===== src/rtl/core/rss_pkg.sv =====
package rss_pkg;

  localparam int unsigned SAMPLE_BITS     = 16;
  localparam int unsigned VALUE_BITS      = SAMPLE_BITS - 1;
  localparam int unsigned COUNT_OUT_BITS  = 16;
  localparam int unsigned FRAC_BITS       = 8;
  localparam int unsigned MEAN_BITS       = VALUE_BITS + FRAC_BITS;
  localparam int unsigned MAX_COUNT_DEF   = 65535;
  localparam logic [VALUE_BITS-1:0] MIN_RESET = '1;

  // result word, sample_count in the lowest bits
  typedef struct packed {
    logic [4:0]                pad;
    logic [VALUE_BITS-1:0]     spread;
    logic [MEAN_BITS-1:0]      mean_q8;
    logic [VALUE_BITS-1:0]     smallest;
    logic [VALUE_BITS-1:0]     second_largest;
    logic [VALUE_BITS-1:0]     largest;
    logic [COUNT_OUT_BITS-1:0] sample_count;
  } result_t;

  // result flags, empty_run in bit 0
  typedef struct packed {
    logic count_overflow;
    logic empty_run;
  } flags_t;

  localparam int unsigned M_TDATA_W = $bits(result_t);
  localparam int unsigned M_TUSER_W = $bits(flags_t);

endpackage


===== src/rtl/core/rss_div.sv =====
module rss_div #(
  parameter int unsigned CW = 16
) (
  input  logic                                   clk,
  input  logic                                   rst,
  input  logic                                   start,
  input  logic [CW+rss_pkg::VALUE_BITS-1:0]      sum,
  input  logic [CW-1:0]                          divisor,
  output logic                                   done,
  output logic [rss_pkg::MEAN_BITS-1:0]          quotient
);
  import rss_pkg::*;

  localparam int unsigned CNT_W = $clog2(MEAN_BITS);

  logic              busy;
  logic [CNT_W-1:0]  cnt;
  logic [CW-1:0]     rem;
  logic [MEAN_BITS-1:0] shreg;
  logic [CW:0]       trial;
  logic              ge;

  // one restoring step per cycle
  assign trial = {rem, shreg[MEAN_BITS-1]};
  assign ge    = trial >= {1'b0, divisor};

  always_ff @(posedge clk) begin
    if (rst) begin
      busy <= 1'b0;
      done <= 1'b0;
      cnt  <= '0;
    end else begin
      done <= 1'b0;
      if (start) begin
        busy <= 1'b1;
        cnt  <= '0;
      end else if (busy) begin
        cnt <= cnt + 1'b1;
        if (cnt == CNT_W'(MEAN_BITS - 1)) begin
          busy <= 1'b0;
          done <= 1'b1;
        end
      end
    end
  end

  always_ff @(posedge clk) begin
    if (start) begin
      rem   <= sum[CW+VALUE_BITS-1:VALUE_BITS];
      shreg <= {sum[VALUE_BITS-1:0], FRAC_BITS'(0)};
    end else if (busy) begin
      rem   <= ge ? CW'(trial - {1'b0, divisor}) : trial[CW-1:0];
      shreg <= {shreg[MEAN_BITS-2:0], ge};
    end
  end

  assign quotient = shreg;

endmodule


===== src/rtl/core/running_sample_statistics_top.sv =====
// running sample statistics
// s_tvalid/s_tready/s_tdata: one signed 16-bit sample per word. a positive
// sample is folded into the running count, sum, largest, second largest and
// smallest in the cycle it is accepted, so samples stream at one per cycle while
// s_tready is high. a sample of zero or below closes the run and produces one
// result word on m_tvalid/m_tready/m_tdata/m_tuser: count, largest, second
// largest, smallest, mean (8 fraction bits) and spread, with empty_run and
// count_overflow flags in m_tuser.
// a closing sample of a non-empty run starts a restoring divider, one quotient
// bit per cycle, and waits in ST_DIV until it is done, then in ST_LOAD until the
// output register is free; an empty run goes straight to ST_LOAD. s_tready is low
// from the closing sample until the result is in the output register.
// the output register holds its word while m_tready is low; new samples are
// still taken then; s_tready stays low after a closing sample until its word loads.
// once the count reaches MAX_COUNT further samples are dropped and
// count_overflow is reported with the run.
// rst (synchronous) clears the run state and drops any pending result.
module running_sample_statistics_top #(
  parameter int unsigned MAX_COUNT = rss_pkg::MAX_COUNT_DEF
) (
  input  logic                           clk,
  input  logic                           rst,
  input  logic                           s_tvalid,
  output logic                           s_tready,
  input  logic [rss_pkg::SAMPLE_BITS-1:0] s_tdata,  // sample
  output logic                           m_tvalid,
  input  logic                           m_tready,
  // sample_count, largest, second_largest, smallest, mean_q8, spread, zero pad
  output logic [rss_pkg::M_TDATA_W-1:0]  m_tdata,
  // empty_run, count_overflow
  output logic [rss_pkg::M_TUSER_W-1:0]  m_tuser
);
  import rss_pkg::*;

  localparam int unsigned CW = $clog2(MAX_COUNT + 1);
  localparam int unsigned SW = CW + VALUE_BITS;

  typedef enum logic [2:0] {
    ST_IDLE = 3'b001,
    ST_DIV  = 3'b010,
    ST_LOAD = 3'b100
  } state_t;

  state_t state, state_next;

  logic [SW-1:0]         running_sum;
  logic [CW-1:0]         running_count;
  logic [VALUE_BITS-1:0] max_value;
  logic [VALUE_BITS-1:0] second_max_value;
  logic [VALUE_BITS-1:0] min_value;
  logic                  overflow_seen;

  logic                  accept;
  logic                  positive;
  logic                  saturated;
  logic                  is_empty;
  logic                  out_free;
  logic                  load;
  logic                  div_start;
  logic                  div_done;
  logic [MEAN_BITS-1:0]  div_quotient;
  logic [VALUE_BITS-1:0] raw;
  result_t               result;
  flags_t                flags;

  assign s_tready  = (state == ST_IDLE);
  assign accept    = s_tvalid && s_tready;
  assign raw       = s_tdata[VALUE_BITS-1:0];
  assign positive  = !s_tdata[SAMPLE_BITS-1] && (raw != '0);
  assign saturated = running_count >= CW'(MAX_COUNT);
  assign is_empty  = running_count == '0;
  assign out_free  = !m_tvalid || m_tready;
  assign load      = (state == ST_LOAD) && out_free;
  assign div_start = accept && !positive && !is_empty;

  always_comb begin
    state_next = state;
    unique case (state)
      ST_IDLE: begin
        if (accept && !positive) begin
          state_next = is_empty ? ST_LOAD : ST_DIV;
        end
      end
      ST_DIV: begin
        if (div_done) begin
          state_next = ST_LOAD;
        end
      end
      ST_LOAD: begin
        if (out_free) begin
          state_next = ST_IDLE;
        end
      end
      default: state_next = ST_IDLE;
    endcase
  end

  always_ff @(posedge clk) begin
    if (rst) begin
      state <= ST_IDLE;
    end else begin
      state <= state_next;
    end
  end

  always_ff @(posedge clk) begin
    if (rst || load) begin
      running_sum      <= '0;
      running_count    <= '0;
      max_value        <= '0;
      second_max_value <= '0;
      min_value        <= MIN_RESET;
      overflow_seen    <= 1'b0;
    end else if (accept && positive) begin
      if (saturated) begin
        overflow_seen <= 1'b1;
      end else begin
        running_sum   <= running_sum + SW'(raw);
        running_count <= running_count + 1'b1;
        if (max_value < raw) begin
          second_max_value <= max_value;
          max_value        <= raw;
        end else if (second_max_value < raw) begin
          second_max_value <= raw;
        end
        if (min_value > raw) begin
          min_value <= raw;
        end
      end
    end
  end

  rss_div #(
    .CW(CW)
  ) u_div (
    .clk      (clk),
    .rst      (rst),
    .start    (div_start),
    .sum      (running_sum),
    .divisor  (running_count),
    .done     (div_done),
    .quotient (div_quotient)
  );

  always_comb begin
    result                = '0;
    result.sample_count   = COUNT_OUT_BITS'(running_count);
    flags.empty_run       = is_empty;
    flags.count_overflow  = overflow_seen;
    if (!is_empty) begin
      result.largest        = max_value;
      result.second_largest = second_max_value;
      result.smallest       = min_value;
      result.mean_q8        = div_quotient;
      result.spread         = max_value - min_value;
    end
  end

  always_ff @(posedge clk) begin
    if (rst) begin
      m_tvalid <= 1'b0;
    end else if (load) begin
      m_tvalid <= 1'b1;
    end else if (m_tready) begin
      m_tvalid <= 1'b0;
    end
  end

  always_ff @(posedge clk) begin
    if (load) begin
      m_tdata <= result;
      m_tuser <= flags;
    end
  end

endmodule


===== config.mk =====
export PLATFORM = sky130hd
export DESIGN_NAME = running_sample_statistics_top
export DESIGN_NICKNAME = d
export VERILOG_FILES = /design/src/rtl/core/rss_pkg.sv /design/src/rtl/core/rss_div.sv /design/src/rtl/core/running_sample_statistics_top.sv
export SDC_FILE = /design/constraint.sdc
export NUM_CORES = 1
export LEC_CHECK = 0
export ABC_AREA = 1
export BUFFER_PORTS_ARGS = -buffer_cell sky130_fd_sc_hd__buf_4
export CORE_ASPECT_RATIO = 0.5
export CORE_MARGIN = 2
export CORE_UTILIZATION = 55
export DETAILED_ROUTE_END_ITERATION = 10
export PLACE_DENSITY = 0.77
export SYNTH_ARGS = -nofsm -noshare
export SYNTH_HDL_FRONTEND = slang
export SYNTH_HIERARCHICAL = 1
export SYNTH_SLANG_ARGS = --single-unit

===== constraint.sdc =====
create_clock -name clk -period 7.5 [get_ports clk]
set_input_delay 1.5 -clock clk [delete_from_list [all_inputs] [get_ports clk]]
set_output_delay 1.5 -clock clk [all_outputs]
set_load 0.02 [all_outputs]

==> impl_metrics.py <==
metrics = {
    "worst_setup_path": {
        "critPathMaxFanout": 34,
        "reg2reg_from": "running_count[0]$_SDFFE_PP0P_",
        "slowest_delay_ps": 920,
        "worst_setup_path_start_kind": "input port",
        "crit_top_cell": "nand2_1",
        "critPathBufInv": 5,
        "worstPathArrival_ps": 4950,
        "endpoint_kind": "flop",
        "cp_top_family": "buffers and inverters",
        "required_ps": 7710,
        "cp-startpoint": "s_tdata[12]",
        "crit_chain": "buf_4, inv_1, nand2_1, nor2_1, nand2_1, nand2_1, nand2_1, nor2_2, buf_4, clkinv_1, nand2_1, buf_4",
        "critPathSlowestCell": "nand2_1",
        "critPathKind": "in2reg",
    },
    "final_layout": {
        "final_util": 0.6369,
        "final_cells": 2376,
        "final_cell_area_um2": 16170,
        "layout-drive-gt1-share": 0.09646,
        "num_antenna_cells": 0,
        "areaGrowthSynthToFinish_pct": 12.91,
        "nets": 2130,
    },
    "synth": {
        "synth_top_area_cell": "edfxtp_1",
        "synth_edf_count": 132,
        "syn_area_per_cell_um2": 7.491,
        "yosys-top-cells-count": "510 x nand2_1, 288 x inv_1, 259 x nor2_1",
        "ys_types": 47,
        "ys_ff_latch": 244,
        "synth-main-ff-cell": "edfxtp_1",
        "syn_inst": 1912,
        "netlist.area_leader.share": 0.2767,
        "ys_seq_area_frac": 0.4333,
        "synth_most_common_cell": "nand2_1",
        "synth_area_leaders": "edfxtp_1 28%, dfxtp_1 16%, nand2_1 13%",
        "ys.warnings.count": 6,
        "async_flop_share": 0,
        "syn_area_um2": 14320,
    },
    "flow_run": {
        "max_cap_violations": 0,
    },
    "place": {
        "dp_hpwl_um": 27810,
        "gp_congestion": 0.9381,
        "place_inst": 2334,
        "place_area_um2": 15450,
        "place_ws_ps": 2279,
        "portBuffers": 122,
    },
    "clock_tree": {
        "cts_sinks": 244,
        "cts_tree": "built",
        "htreeDepth": 1,
        "numCtsBuffers": 23,
        "cts_buffer_depth": 3,
        "cts_hold_buf": 0,
        "cts_setup_buffers": 0,
        "path_clk_slew_ps": 60,
        "cts.repair.resized": 0,
        "clock-root-buffer": "clkbuf_16",
        "clk_latency_ps": 540,
    },
    "route": {
        "drtPass1Iterations": 5,
        "route.detailed.drc": 0,
        "vias_per_cell": 5.283,
        "ant_nets": 0,
        "wire_per_inst_um": 15.78,
        "drtIter0Drc": 1091,
        "dr_total_vias": 12550,
        "wl_um": 37500,
    },
    "pwr": {
        "peakVddDrop_mv": 0.1624,
        "powerDensity_nw_per_um2": 259.6,
        "pwr-share-comb": 0.312,
        "swShare": 0.3661,
        "p_leak_nw": 7.596,
        "switchingPower_mw": 1.537,
        "internal_power_mw": 2.661,
        "clkPwrFrac": 0.270,
        "seqPwrFrac": 0.417,
    },
    "sta": {
        "finalHoldViolCount": 0,
        "slew_viol_final": 0,
        "final.min_clock_period_ps": 4734,
        "fin_ws_ps": 2766,
        "tightest_slew_ps": 1034,
        "worst_clock_skew_ps": 11.06,
        "post-route-period-util": 0.6312,
        "fmax_ghz": 0.2112,
        "rsz0062_at_grt": "no",
        "slew_headroom": 0.3094,
        "setup_viol": 0,
        "tns_ps": 0,
    },
    "grt": {
        "grt_pass1_vias": 11530,
        "grt_use_total": 0.2713,
        "grt_pass1_wl_um": 59490,
        "grt_antenna_before_repair": 1,
        "grt_max_degree": 80,
        "grt_overflow": 0,
    },
    "die": {
        "ios": 128,
        "initial_core_util": 0.5641,
        "dieArea_um2": 27430,
        "die_h_um": 118.1,
        "rows": 41,
        "core_area_um2": 25390,
        "dieWidth_um": 232.2,
    },
    "worst_hold_path": {
        "hold_class": "reg2reg",
        "min-delay-start": "overflow_seen$_SDFFE_PP0P_",
    },
    "status": {
        "status": "complete, no violations",
    },
}
[worst register-to-register path: stages (launching register included)]
cell      delay [ps]
dfxtp_1          500
inv_1             90
ha_1             230
nand3_1           80
nor2_1            50
nand2_1          440
inv_1            330
nor2_2           160
buf_4            310
clkinv_1         810
nand2_1          920
buf_4            420
[layer usage]
layer,GRT usage,part of all wire,vias up
met4,0.06490,0.023,2
met5,0,0.00035,-
li1,-,-,6349
met3,0.04506,0.062,64
met1,0.3694,0.45,5754
met2,0.4511,0.47,384
[through the flow]
step           power (mW)  hold WS [ps]
2_1_floorplan       2.694         409.0
3_3_place_gp        3.044         421.5
3_5_place_dp        3.066         420.0
4_1_cts             4.199         435.5
5_1_grt             4.452         447.0
6_report            4.198         435.2
[logic make-up after synthesis]
kind of cell | Yosys count | share of synthesized area
AO/OA/AOI/OAI | 176 | 0.06534
buffers and inverters | 348 | 0.09757
XOR/XNOR | 25 | 0.01529
other | 1 | 0.0002618
flip-flops | 244 | 0.4333
adder cells (fa/ha/maj) | 95 | 0.08456
AND/OR/NAND/NOR | 1023 | 0.3037
[sequential cells by signal, indices dropped and copies added (netlist names)]
| name | cells |
|---|---|
| m_tvalid | 1 |
| overflow_seen | 1 |
| second_max_value | 15 |
| state | 3 |
| m_tuser | 2 |
| max_value | 15 |
| u_div/busy | 1 |
| running_sum | 31 |
| u_div/rem | 16 |
| u_div/quotient | 23 |
| u_div/done | 1 |
| m_tdata | 99 |
| u_div/cnt | 5 |
| min_value | 15 |
| running_count | 16 |
[power groups by stage]
stage / clock [mW] / combinational, mW / sequential, mW
CTS: 1.15 / 1.30 / 1.75
global placement: 0 / 1.27 / 1.77
detailed placement: 0 / 1.29 / 1.77
finish: 1.14 / 1.31 / 1.75
global route: 1.21 / 1.48 / 1.77
floorplan: 0 / 0.918 / 1.78
[worst paths after layout]
path / endpoint / cells past startpoint / slack, ps
setup / recovery: u_div/quotient[18]$_DFFE_PP_ / 12 / 2770
hold reg to reg: m_tuser[1]$_DFFE_PP_ / 0 / 440
hold / removal: m_tuser[1]$_DFFE_PP_ / 0 / 440
setup reg to reg: u_div/quotient[18]$_DFFE_PP_ / 11 / 2850
[layout by cell type (no fill, tap or decap), types with 3 or more instances in the layout]
cell type,instances
a21o_1,4
a21oi_1,92
a31oi_1,4
and2_1,4
buf_4,130
clkbuf_1,5
clkbuf_16,24
clkinv_1,3
clkinv_2,3
conb_1,5
dfxtp_1,112
edfxtp_1,132
fa_1,3
ha_1,92
inv_1,287
inv_2,4
nand2_1,510
nand2_2,4
nand3_1,142
nand3b_1,14
nand4_1,31
nor2_1,257
nor2_2,5
nor2_4,6
nor3_1,38
o21ai_0,51
o21ai_1,8
o21bai_1,4
o22ai_1,7
xnor2_1,15
xor2_1,10
[layout make-up]
type | count | area, µm²
timing repair buffer | 130 | 975.9
tap | 344 | 430.4
clock inverter | 11 | 72.57
clock buffer | 31 | 646.9
inverter | 292 | 1096
multi-input combinational | 1324 | 6745
sequential | 244 | 6206
fill | 2262 | 9220
(Power assumes the default switching activity.)
